File: config.mk
export PLATFORM = sky130hd
export DESIGN_NAME = i2c_master_event_sequencer_core
export DESIGN_NICKNAME = d
export VERILOG_FILES = /design/src/hdl/i2ces_pkg.sv /design/src/hdl/i2ces_regs.sv /design/src/hdl/i2ces_engine.sv /design/src/hdl/i2c_master_event_sequencer_core.sv
export SDC_FILE = /design/constraint.sdc
export NUM_CORES = 1
export LEC_CHECK = 0
export BUFFER_PORTS_ARGS = -buffer_cell sky130_fd_sc_hd__clkbuf_2
export CAP_MARGIN = 10
export CORE_MARGIN = 2
export CORE_UTILIZATION = 30
export DETAILED_ROUTE_END_ITERATION = 8
export HOLD_SLACK_MARGIN = 0.03
export PLACE_DENSITY = 0.56
export SLEW_MARGIN = 20
export SYNTH_ARGS = -nofsm -noshare
export SYNTH_HDL_FRONTEND = slang
export SYNTH_SLANG_ARGS = --single-unit
File: constraint.sdc
create_clock -name clk -period 3.5 [get_ports clk]
set_input_delay 0 -clock clk [delete_from_list [all_inputs] [get_ports clk]]
set_output_delay 0 -clock clk [all_outputs]
set_load 0.05 [all_outputs]
File: src/hdl/i2ces_pkg.sv
// ----------------------------------------------------------------------------
// i2ces_pkg
// types and constants shared by the i2c master event sequencer modules
// ----------------------------------------------------------------------------
`default_nettype none

package i2ces_pkg;

    // command codes
    localparam logic [1:0] CMD_WRITE = 2'd0;
    localparam logic [1:0] CMD_READ  = 2'd1;
    localparam logic [1:0] CMD_EVENT = 2'd2;

    // busy codes reported on a start command
    localparam logic [1:0] BUSY_READY = 2'd0;
    localparam logic [1:0] BUSY_TX    = 2'd1;
    localparam logic [1:0] BUSY_RX    = 2'd2;

    // status flag bit positions
    localparam int F_SB    = 0;
    localparam int F_ADDR  = 1;
    localparam int F_BTF   = 2;
    localparam int F_STOPF = 3;
    localparam int F_TXE   = 4;
    localparam int F_RXNE  = 5;

    // config register byte addresses
    localparam logic [2:0] ADDR_ACK_ENABLE = 3'd0;

    typedef enum logic [2:0] {
        ST_READY = 3'b001,
        ST_TX    = 3'b010,
        ST_RX    = 3'b100
    } xfer_state_t;

    typedef struct packed {
        logic [1:0] command;
        logic [6:0] slave_addr;
        logic [7:0] length;
        logic       repeat_start;
        logic [5:0] status_flags;
        logic       master_mode;
        logic [7:0] tx_byte;
        logic [7:0] rx_byte;
    } in_item_t;

    typedef struct packed {
        logic [1:0] busy_result;
        logic       dr_write;
        logic [7:0] dr_value;
        logic       rx_valid;
        logic [7:0] rx_data;
        logic       gen_start;
        logic       gen_stop;
        logic       ack_level;
        logic       tx_done;
        logic       rx_done;
        logic       stop_seen;
    } out_item_t;

endpackage

`default_nettype wire

File: src/hdl/i2ces_regs.sv
// ----------------------------------------------------------------------------
// i2ces_regs
// apb configuration register file (ack_enable)
// ----------------------------------------------------------------------------
`default_nettype none

module i2ces_regs (
    input  wire logic        clk,
    input  wire logic        rst_n,
    input  wire logic        psel,
    input  wire logic        penable,
    input  wire logic        pwrite,
    input  wire logic [2:0]  paddr,
    input  wire logic [31:0] pwdata,
    output logic      [31:0] prdata,
    output logic             pready,
    output logic             ack_enable
);
    import i2ces_pkg::*;

    logic ack_enable_reg;
    logic ack_enable_next;
    logic wr_en;
    logic hit;

    // byte offset bits are ignored
    assign hit    = ({paddr[2], 2'b00} == ADDR_ACK_ENABLE);
    assign wr_en  = psel && penable && pwrite && pready;
    assign pready = 1'b1;

    always_comb
    begin
        ack_enable_next = ack_enable_reg;
        if (wr_en && hit)
        begin
            ack_enable_next = pwdata[0];
        end
    end

    always_ff @(posedge clk or negedge rst_n)
    begin
        if (!rst_n)
        begin
            ack_enable_reg <= 1'b1;
        end
        else
        begin
            ack_enable_reg <= ack_enable_next;
        end
    end

    assign prdata     = hit ? {31'd0, ack_enable_reg} : 32'd0;
    assign ack_enable = ack_enable_reg;

endmodule

`default_nettype wire

File: src/hdl/i2ces_engine.sv
// ----------------------------------------------------------------------------
// i2ces_engine
// transfer state and combinational command / event decision logic
// ----------------------------------------------------------------------------
`default_nettype none

module i2ces_engine (
    input  wire logic                 clk,
    input  wire logic                 rst_n,
    input  wire logic                 fire,
    input  wire i2ces_pkg::in_item_t  item,
    input  wire logic                 ack_enable,
    output i2ces_pkg::out_item_t      result
);
    import i2ces_pkg::*;

    xfer_state_t xfer_state_reg,    xfer_state_next;
    logic [7:0]  tx_remaining_reg,  tx_remaining_next;
    logic [7:0]  rx_remaining_reg,  rx_remaining_next;
    logic [7:0]  rx_total_reg,      rx_total_next;
    logic [6:0]  target_addr_reg,   target_addr_next;
    logic        hold_repeat_reg,   hold_repeat_next;
    logic        event_irq_on_reg,  event_irq_on_next;
    logic        buffer_irq_on_reg, buffer_irq_on_next;
    logic        ack_bit_reg,       ack_bit_next;

    logic [1:0]  busy_code;

    always_comb
    begin
        unique case (xfer_state_reg)
            ST_TX:   busy_code = BUSY_TX;
            ST_RX:   busy_code = BUSY_RX;
            default: busy_code = BUSY_READY;
        endcase
    end

    always_comb
    begin
        logic       ev;
        logic       buf_on;
        logic [5:0] fl;
        logic [7:0] rx_rem_new;

        ev         = event_irq_on_reg;
        buf_on     = buffer_irq_on_reg;
        fl         = item.status_flags;
        rx_rem_new = rx_remaining_reg;

        xfer_state_next    = xfer_state_reg;
        tx_remaining_next  = tx_remaining_reg;
        rx_remaining_next  = rx_remaining_reg;
        rx_total_next      = rx_total_reg;
        target_addr_next   = target_addr_reg;
        hold_repeat_next   = hold_repeat_reg;
        event_irq_on_next  = event_irq_on_reg;
        buffer_irq_on_next = buffer_irq_on_reg;
        ack_bit_next       = ack_bit_reg;
        result             = '0;

        if (fire)
        begin
            case (item.command) inside
                CMD_WRITE, CMD_READ:
                begin
                    result.busy_result = busy_code;
                    if (xfer_state_reg == ST_READY)
                    begin
                        if (item.command == CMD_WRITE)
                        begin
                            tx_remaining_next = item.length;
                            xfer_state_next   = ST_TX;
                        end
                        else
                        begin
                            rx_remaining_next = item.length;
                            rx_total_next     = item.length;
                            xfer_state_next   = ST_RX;
                        end
                        target_addr_next   = item.slave_addr;
                        hold_repeat_next   = item.repeat_start;
                        result.gen_start   = 1'b1;
                        event_irq_on_next  = 1'b1;
                        buffer_irq_on_next = 1'b1;
                    end
                end
                CMD_EVENT:
                begin
                    // start sent: address byte with r/w bit
                    if (ev && fl[F_SB])
                    begin
                        if (xfer_state_reg == ST_TX)
                        begin
                            result.dr_write = 1'b1;
                            result.dr_value = {target_addr_reg, 1'b0};
                        end
                        else if (xfer_state_reg == ST_RX)
                        begin
                            result.dr_write = 1'b1;
                            result.dr_value = {target_addr_reg, 1'b1};
                        end
                    end
                    // single byte read: nack right after address
                    if (ev && fl[F_ADDR] && item.master_mode &&
                        xfer_state_reg == ST_RX && rx_total_reg == 8'd1)
                    begin
                        ack_bit_next = 1'b0;
                    end
                    // send finished
                    if (ev && fl[F_BTF] && fl[F_TXE] &&
                        xfer_state_reg == ST_TX && tx_remaining_reg == 8'd0)
                    begin
                        result.gen_stop    = !hold_repeat_reg;
                        event_irq_on_next  = 1'b0;
                        buffer_irq_on_next = 1'b0;
                        xfer_state_next    = ST_READY;
                        tx_remaining_next  = 8'd0;
                        result.tx_done     = 1'b1;
                    end
                    if (ev && fl[F_STOPF])
                    begin
                        result.stop_seen = 1'b1;
                    end
                    // next data byte; exclusive with send finished
                    if (ev && buf_on && fl[F_TXE] && item.master_mode &&
                        xfer_state_reg == ST_TX && tx_remaining_reg != 8'd0)
                    begin
                        result.dr_write   = 1'b1;
                        result.dr_value   = item.tx_byte;
                        tx_remaining_next = tx_remaining_reg - 8'd1;
                    end
                    if (ev && buf_on && fl[F_RXNE] && item.master_mode &&
                        xfer_state_reg == ST_RX)
                    begin
                        if (rx_total_reg != 8'd0)
                        begin
                            if (rx_total_reg > 8'd1 && rx_remaining_reg == 8'd2)
                            begin
                                ack_bit_next = 1'b0;
                            end
                            result.rx_valid = 1'b1;
                            result.rx_data  = item.rx_byte;
                            rx_rem_new      = rx_remaining_reg - 8'd1;
                        end
                        rx_remaining_next = rx_rem_new;
                        if (rx_rem_new == 8'd0)
                        begin
                            result.gen_stop    = !hold_repeat_reg;
                            event_irq_on_next  = 1'b0;
                            buffer_irq_on_next = 1'b0;
                            xfer_state_next    = ST_READY;
                            rx_remaining_next  = 8'd0;
                            rx_total_next      = 8'd0;
                            if (ack_enable)
                            begin
                                ack_bit_next = 1'b1;
                            end
                            result.rx_done = 1'b1;
                        end
                    end
                end
                default:
                begin
                end
            endcase
        end

        result.ack_level = ack_bit_next;
    end

    always_ff @(posedge clk or negedge rst_n)
    begin
        if (!rst_n)
        begin
            xfer_state_reg    <= ST_READY;
            tx_remaining_reg  <= 8'd0;
            rx_remaining_reg  <= 8'd0;
            rx_total_reg      <= 8'd0;
            target_addr_reg   <= 7'd0;
            hold_repeat_reg   <= 1'b0;
            event_irq_on_reg  <= 1'b0;
            buffer_irq_on_reg <= 1'b0;
            ack_bit_reg       <= 1'b1;
        end
        else
        begin
            xfer_state_reg    <= xfer_state_next;
            tx_remaining_reg  <= tx_remaining_next;
            rx_remaining_reg  <= rx_remaining_next;
            rx_total_reg      <= rx_total_next;
            target_addr_reg   <= target_addr_next;
            hold_repeat_reg   <= hold_repeat_next;
            event_irq_on_reg  <= event_irq_on_next;
            buffer_irq_on_reg <= buffer_irq_on_next;
            ack_bit_reg       <= ack_bit_next;
        end
    end

endmodule

`default_nettype wire

File: src/hdl/i2c_master_event_sequencer_core.sv
// ----------------------------------------------------------------------------
// i2c_master_event_sequencer_core
// interrupt-driven i2c master transfer sequencer, one result per request
// ----------------------------------------------------------------------------
// usage
//   in channel : in_valid / in_stall / in_item, one request per accept
//                (start write, start read, or bus event with status flags)
//   out channel: out_valid / out_stall / out_item, exactly one result for
//                each request, in request order
//   apb port   : one register, ack_enable at byte address 0
// pipeline
//   an accepted request waits in the input register and is decided into
//   the output register when it advances (output register empty or
//   draining); its result is then offered on the out channel
// throughput
//   one request per cycle while out_stall is low; the rate is set by the
//   single decision pass of the engine between the input and output registers
// reset
//   clears both pipeline valids, returns the transfer state to ready with
//   interrupts off and ack set, and sets ack_enable
// stall
//   a stalled result holds in the output register; the input register
//   keeps taking one more request, then in_stall rises until the output
//   register drains
// ----------------------------------------------------------------------------
`default_nettype none

module i2c_master_event_sequencer_core (
    input  wire logic                 clk,
    input  wire logic                 rst_n,
    // request channel
    input  wire logic                 in_valid,
    output logic                      in_stall,
    input  wire i2ces_pkg::in_item_t  in_item,
    // result channel
    output logic                      out_valid,
    input  wire logic                 out_stall,
    output i2ces_pkg::out_item_t      out_item,
    // configuration
    input  wire logic                 psel,
    input  wire logic                 penable,
    input  wire logic                 pwrite,
    input  wire logic [2:0]           paddr,
    input  wire logic [31:0]          pwdata,
    output logic      [31:0]          prdata,
    output logic                      pready
);
    import i2ces_pkg::*;

    // input register stage
    logic      in_valid_reg, in_valid_next;
    in_item_t  in_item_reg;

    // output register stage
    logic      out_valid_reg, out_valid_next;
    out_item_t out_item_reg;

    logic      advance;
    logic      in_take;
    logic      ack_enable;
    out_item_t result;

    // request moves into the output register when it is empty or draining
    assign advance  = in_valid_reg && (!out_valid_reg || !out_stall);
    assign in_stall = in_valid_reg && !advance;
    assign in_take  = in_valid && !in_stall;

    i2ces_regs u_regs (
        .clk        (clk),
        .rst_n      (rst_n),
        .psel       (psel),
        .penable    (penable),
        .pwrite     (pwrite),
        .paddr      (paddr),
        .pwdata     (pwdata),
        .prdata     (prdata),
        .pready     (pready),
        .ack_enable (ack_enable)
    );

    // state updates only when the request actually advances
    i2ces_engine u_engine (
        .clk        (clk),
        .rst_n      (rst_n),
        .fire       (advance),
        .item       (in_item_reg),
        .ack_enable (ack_enable),
        .result     (result)
    );

    always_comb
    begin
        in_valid_next = in_take || (in_valid_reg && !advance);
        out_valid_next = advance || (out_valid_reg && out_stall);
    end

    // control
    always_ff @(posedge clk or negedge rst_n)
    begin
        if (!rst_n)
        begin
            in_valid_reg  <= 1'b0;
            out_valid_reg <= 1'b0;
        end
        else
        begin
            in_valid_reg  <= in_valid_next;
            out_valid_reg <= out_valid_next;
        end
    end

    // payload, no reset
    always_ff @(posedge clk)
    begin
        if (in_take)
        begin
            in_item_reg <= in_item;
        end
        if (advance)
        begin
            out_item_reg <= result;
        end
    end

    assign out_valid = out_valid_reg;
    assign out_item  = out_item_reg;

endmodule

`default_nettype wire

## Word-level counts from Yosys, hierarchy flattened

Cells that the tools add are included.

- Mux-type cells: 62
- Magnitude comparators: 1
- Equal/unequal tests: 10
- Reductions and logical operators: 52
- $add $sub $neg: 2
- Bitwise operators: 4

Operators by type and width:

| kind | number |
|---|---|
| two-way mux 8 bit | 21 |
| two-way mux 9 bit | 5 |
| two-way mux 1 bit | 28 |
| logical AND 1 bit | 26 |
| two-way mux 3 bit | 7 |
| logical NOT 8 bit | 2 |
| nonzero test 8 bit | 2 |
| subtractor 8 x 1 -> 8 bit (second input constant) | 2 |
| AND reduction 5 bit | 2 |
| == test 8 x 1 -> 1 bit (second input constant) | 1 |
| == test 8 x 2 -> 1 bit (second input constant) | 1 |
| > comparator 8 x 1 -> 1 bit (second input constant) | 1 |
| AND reduction 3 bit | 2 |
| AND reduction 6 bit | 1 |
| nonzero test 2 bit | 3 |
| logical NOT 1 bit | 5 |
| OR reduction 5 bit | 1 |
| inequality test 2 x 1 -> 1 bit (second input constant) | 2 |
| inverter 1 bit | 4 |
| one-hot mux 2 bit (2 select lines) | 1 |
| OR reduction 4 bit | 1 |
| == test 3 x 1 -> 1 bit (second input constant) | 1 |
| == test 3 x 2 -> 1 bit (second input constant) | 1 |
| == test 3 bit (second input constant) | 1 |
| 8 further kinds | 10 |

- Register bits after elaboration: 108
- Input bits: 83

## Depth between registers and ports, before layout

- Word-level depth: 14
- Mapped depth: 9
- Depth with buffers taken out: 7

## By module

From an unflattened synthesis, not the netlist that was laid out.

- Cells, all modules: 419
- Area, all modules: 5,001.0 um^2

Modules (own cells, without submodules):

| module | area each (um^2) | sequential area each (um^2) | cells each | instances |
|---|---|---|---|---|
| i2ces_engine | 2,593.7 | 953.4 | 306 | 1 |
| i2c_master_event_sequencer_core | 2,104.5 | 2,062.0 | 75 | 1 |
| i2ces_regs | 302.8 | 26.3 | 38 | 1 |

## Worst setup path after synthesis

No wires, ideal clock.

- Kind: flip-flop to flip-flop
- Start: register u_engine.rx_remaining_reg[0]
- End: register out_item_reg, in the netlist out_item[3] (data pin)
- Arrival: 2,293 ps
- Stages on the path, launching flop included: 9
- Buffers on the path: 1
- Path slack: 1,015 ps
- Period minus slack after synthesis: 2,485 ps
- Library setup time: 191 ps
- Cell sequence: dfrtp_1 > buf_2 > inv_1 > ha_1 > nor3b_1 > mux2_2 > a221oi_1 > or3b_1 > o31ai_1

- Cells in the longest elaborated chain, start to end: 12

RTL lines:

| item | line | source |
|---|---|---|
| start, declared | i2ces_engine.sv:19 | `logic [7:0] rx_remaining_reg, rx_remaining_next;` |
| start signal, assigned | i2ces_engine.sv:189 | `rx_remaining_reg <= rx_remaining_next;` |
| subtractor 8 x 1 -> 8 bit | i2ces_engine.sv:143 | `rx_rem_new = rx_remaining_reg - 8'd1;` |
| two-way mux 8 bit | i2ces_engine.sv:135 | `if (rx_total_reg != 8'd0)` |
| two-way mux 8 bit | i2ces_engine.sv:132 | `if (ev && buf_on && fl[F_RXNE] && item.master_mode &&` |
| two-way mux 8 bit (2 in a row) | i2ces_engine.sv:63 | `case (item.command) inside` |
| two-way mux 8 bit | i2ces_engine.sv:61 | `if (fire)` |
| logical NOT 8 bit | i2ces_engine.sv:146 | `if (rx_rem_new == 8'd0)` |
| two-way mux 1 bit (*) | i2ces_engine.sv:146 |  |
| two-way mux 1 bit (*) | i2ces_engine.sv:132 |  |
| two-way mux 1 bit (*) (2 in a row) | i2ces_engine.sv:63 |  |
| two-way mux 1 bit (*) | i2ces_engine.sv:61 |  |
| net u_engine.ack_bit_next | i2ces_engine.sv:25 | `logic ack_bit_reg, ack_bit_next;` |
| end signal, assigned | i2c_master_event_sequencer_core.sv:121 | `out_item_reg <= result;` |
| end, declared | i2c_master_event_sequencer_core.sv:56 | `out_item_t out_item_reg;` |

The timed path passes the listed nets; every way through them passes the cells marked *. The select of a mux whose other input is x is not followed.
A chain may end at the register's enable or synchronous reset.

## Worst setup path in the final report

Ends and elaborated chain as after synthesis.

==> flow_metrics.tcl <==
set metrics [dict create \
    status "completed" \
    antenna_found_initial 0 \
    hold_viol_final 0 \
    grt_setup_unrepaired "false" \
    portBuffers 78 \
    grt_start_max_net_pins 42 \
    postCtsSetupBuffers 0 \
    pin_count 144 \
    cts-root-buf "clkbuf_16" \
    p_seq_share_pct 51.4 \
    skew_ns 0.00766 \
    overflow 0 \
    crit_fanout 9 \
    via_count 3542 \
    ys.flop_type "edfxtp_1" \
    cts_sinks 108 \
    syn2layout_area_growth_pct 25.6 \
    worst_slew_pin_slew_ns 0.953 \
    synth_edf_count 67 \
    r2r_start "u_engine.rx_remaining_reg[0]" \
    wl_per_cell_microns 14.4 \
    fmax_ghz 0.349 \
    ir_drop_uv 235 \
    p_sw_uw 842 \
    hpwlAfterDp_microns 8020 \
    place.gp.congestion 0.825 \
    powerDensity_mw_per_mm2 473 \
    die_x_microns 133 \
    slew_headroom_pct 36.5 \
    die_y_microns 133 \
    drtAntennaViolNets 0 \
    htree_num_levels 3 \
    cp-end-kind "register" \
    dr.pass1.iters 4 \
    cts_tree "built" \
    r2r_slack_ns 0.63 \
    cts_made_buffers 9 \
    ys_seq_area_share_pct 61.4 \
    coreArea_sq_mm 0.0160 \
    worstSetupPathType "reg2reg" \
    p_int_uw 2100 \
    whs_ns 0.182 \
    finalSetupViolations 0 \
    crit_arrival_ns 3.01 \
    ys_ff_latch 108 \
    cts.path.max_buffers 2 \
    tns_ns 0 \
    grt_pass1_wl_microns 18400 \
    p_sw_share_pct 28.6 \
    grt_util_all_layers_pct 13.1 \
    period_share_pct 82.0 \
    period_needed_ns 2.87 \
    rows 46 \
    diodes 0 \
    pwr-share-clk_pct 33.7 \
    synth_area_sq_mm 0.00496 \
    async_flop_share_pct 38.0 \
    start_util_pct 31.0 \
    routed_via_density 4.65 \
    yosys_warnings 0 \
    ff2ff_path_depth 7 \
    syn_area_per_cell_sq_um 11.9 \
    dieArea_sq_mm 0.0176 \
    worstPathRequired_ns 3.64 \
    comb_power_share_pct 14.9 \
    hp-class "in2async" \
    drv_cap 0 \
    cp-start-kind "register" \
    grt_pass1_vias 3554 \
    r2r-end "out_item[3]" \
    leakagePower_uw 0.00251 \
    routed_wirelength_microns 11000 \
    layout-drive-gt1-share_pct 21.6 \
    synth_cell_types 67 \
    clkSlewWorstSetupHoldPaths_ns 0.07 \
    largest_reg_flops 41 \
    dr.first_iter.drc_count 259 \
    drc 0 \
    final_nets 627 \
    worstSkewPairLatency_ns 0.35 \
    syn_inst 415 \
    drv_slew 0 \
]
[kinds of logic after synthesis]
group                      after synthesis  share of synthesized area [%]
DFF                                    108                           61.4
other                                    2                          0.151
muxes                                   10                           2.27
AOI/OAI and AO/OA                       87                           12.5
buffers and inverters                   61                           7.29
xor gates and xnor gates                 1                          0.177
and+or+nand+nor                        143                           15.5
adders and majority gates                3                          0.757
[how the worst max path moves through the flow]
stage / endpoint / depth (start not counted) / startpoint
after floorplan: out_item[3] / 8 / u_engine.rx_remaining_reg[0]
after global placement: out_item[20] / 7 / u_engine.tx_remaining_reg[0]
after detailed placement: out_item[3] / 7 / u_engine.rx_remaining_reg[0]
after CTS: out_item[3] / 7 / u_engine.rx_remaining_reg[0]
after global routing: out_item[3] / 7 / u_engine.rx_remaining_reg[0]
final: out_item[3] / 7 / u_engine.rx_remaining_reg[0]
[Yosys cell counts (2+ instances only)]
cell type	instances	area share, %
buf_4	32	4.8
o31a_1	3	0.53
dfrtp_1	38	19
nand4_1	3	0.38
o21ba_2	2	0.40
a21oi_1	19	1.9
and2_1	12	1.5
a41oi_1	3	0.53
conb_1	2	0.15
a21o_1	5	0.76
nand3_1	7	0.71
or3_1	4	0.50
o22a_1	2	0.35
o21a_1	2	0.30
nor2_1	25	1.9
clkinv_1	2	0.15
o21ai_4	2	0.66
nand2_1	46	3.5
o21ai_0	15	1.5
or4b_1	4	0.81
o221ai_1	3	0.53
inv_1	14	1.1
o211ai_1	4	0.61
o22ai_1	4	0.50
nor3b_1	3	0.45
o2bb2ai_1	6	1.1
nor3_1	5	0.50
nor2b_1	8	1.0
mux2_2	2	0.45
ha_1	3	0.76
clkbuf_1	7	0.53
buf_2	4	0.40
dfstp_2	3	1.6
nor4_1	5	0.63
mux2i_1	6	1.2
edfxtp_1	67	41
nand2b_1	2	0.25
and3_1	2	0.25
or4_1	2	0.30
a31oi_1	6	0.76
nand3b_1	4	0.61
mux2_4	2	0.61
[routing by layer]
layer | global-route usage (%) | share of wire (%) | up-vias
met1 | 17.7 | 47 | 1695
met2 | 21.3 | 47 | 120
li1 | - | - | 1712
met3 | 2.30 | 4.9 | 15
met5 | 0 | 0 | -
met4 | 4.54 | 1.5 | 0
[cells in the final DEF (no fill, tap or decap), types with 7 or more instances in the layout]
| cell type | instances |
|---|---|
| nand3_1 | 7 |
| nor2b_1 | 8 |
| edfxtp_1 | 67 |
| o21ai_0 | 15 |
| clkbuf_2 | 77 |
| inv_1 | 14 |
| a21oi_1 | 19 |
| dlygate4sd3_1 | 47 |
| nor2_1 | 25 |
| dfrtp_1 | 38 |
| and2_1 | 11 |
| conb_1 | 32 |
| nand2_1 | 46 |
| clkbuf_16 | 9 |
[area by class of cell]
cell class	instances	area (sq um)
Sequential cell	108	3040
Tap cell	216	270
Timing Repair Buffer	130	901
Clock inverter	6	46.3
Inverter	16	60.1
Multi-Input combinational cell	276	1670
Fill cell	1573	9770
Clock buffer	10	239
[power groups by stage]
stage	sequential [uW]	clock [uW]	combinational, uW
floorplan	1580	0	270
global placement	1540	0	390
detailed placement	1540	0	396
CTS	1510	1020	441
global route	1530	1070	477
finish	1510	992	439
[through the flow]
step	area [sq um]	utilization, %	worst slack, ns	cells	power, uW
floorplan	5070	-	1.02	445	1850
global placement	5470	34.2	0.769	699	1930
detailed placement	5470	34.2	0.668	699	1940
CTS	6220	38.9	0.654	762	2970
global route	6230	38.9	0.413	762	3080
finish	6230	38.9	0.631	762	2940
[critical path: stages, from the launching register on]
cell      delay (ns)
dfrtp_1         0.47
inv_1           0.12
ha_1            0.28
nor3b_1         0.35
mux2_2          0.38
a221oi_1        0.33
or3b_1          0.43
o31ai_1         0.31
[what timing repair did]
action	4_1_cts	5_1_grt
hold buffers	47	0
resized for setup	0	0
setup endpoints to repair	0	0
endpoints found under the hold margin	82	0
No activity file was read; power rests on OpenSTA's default activity.
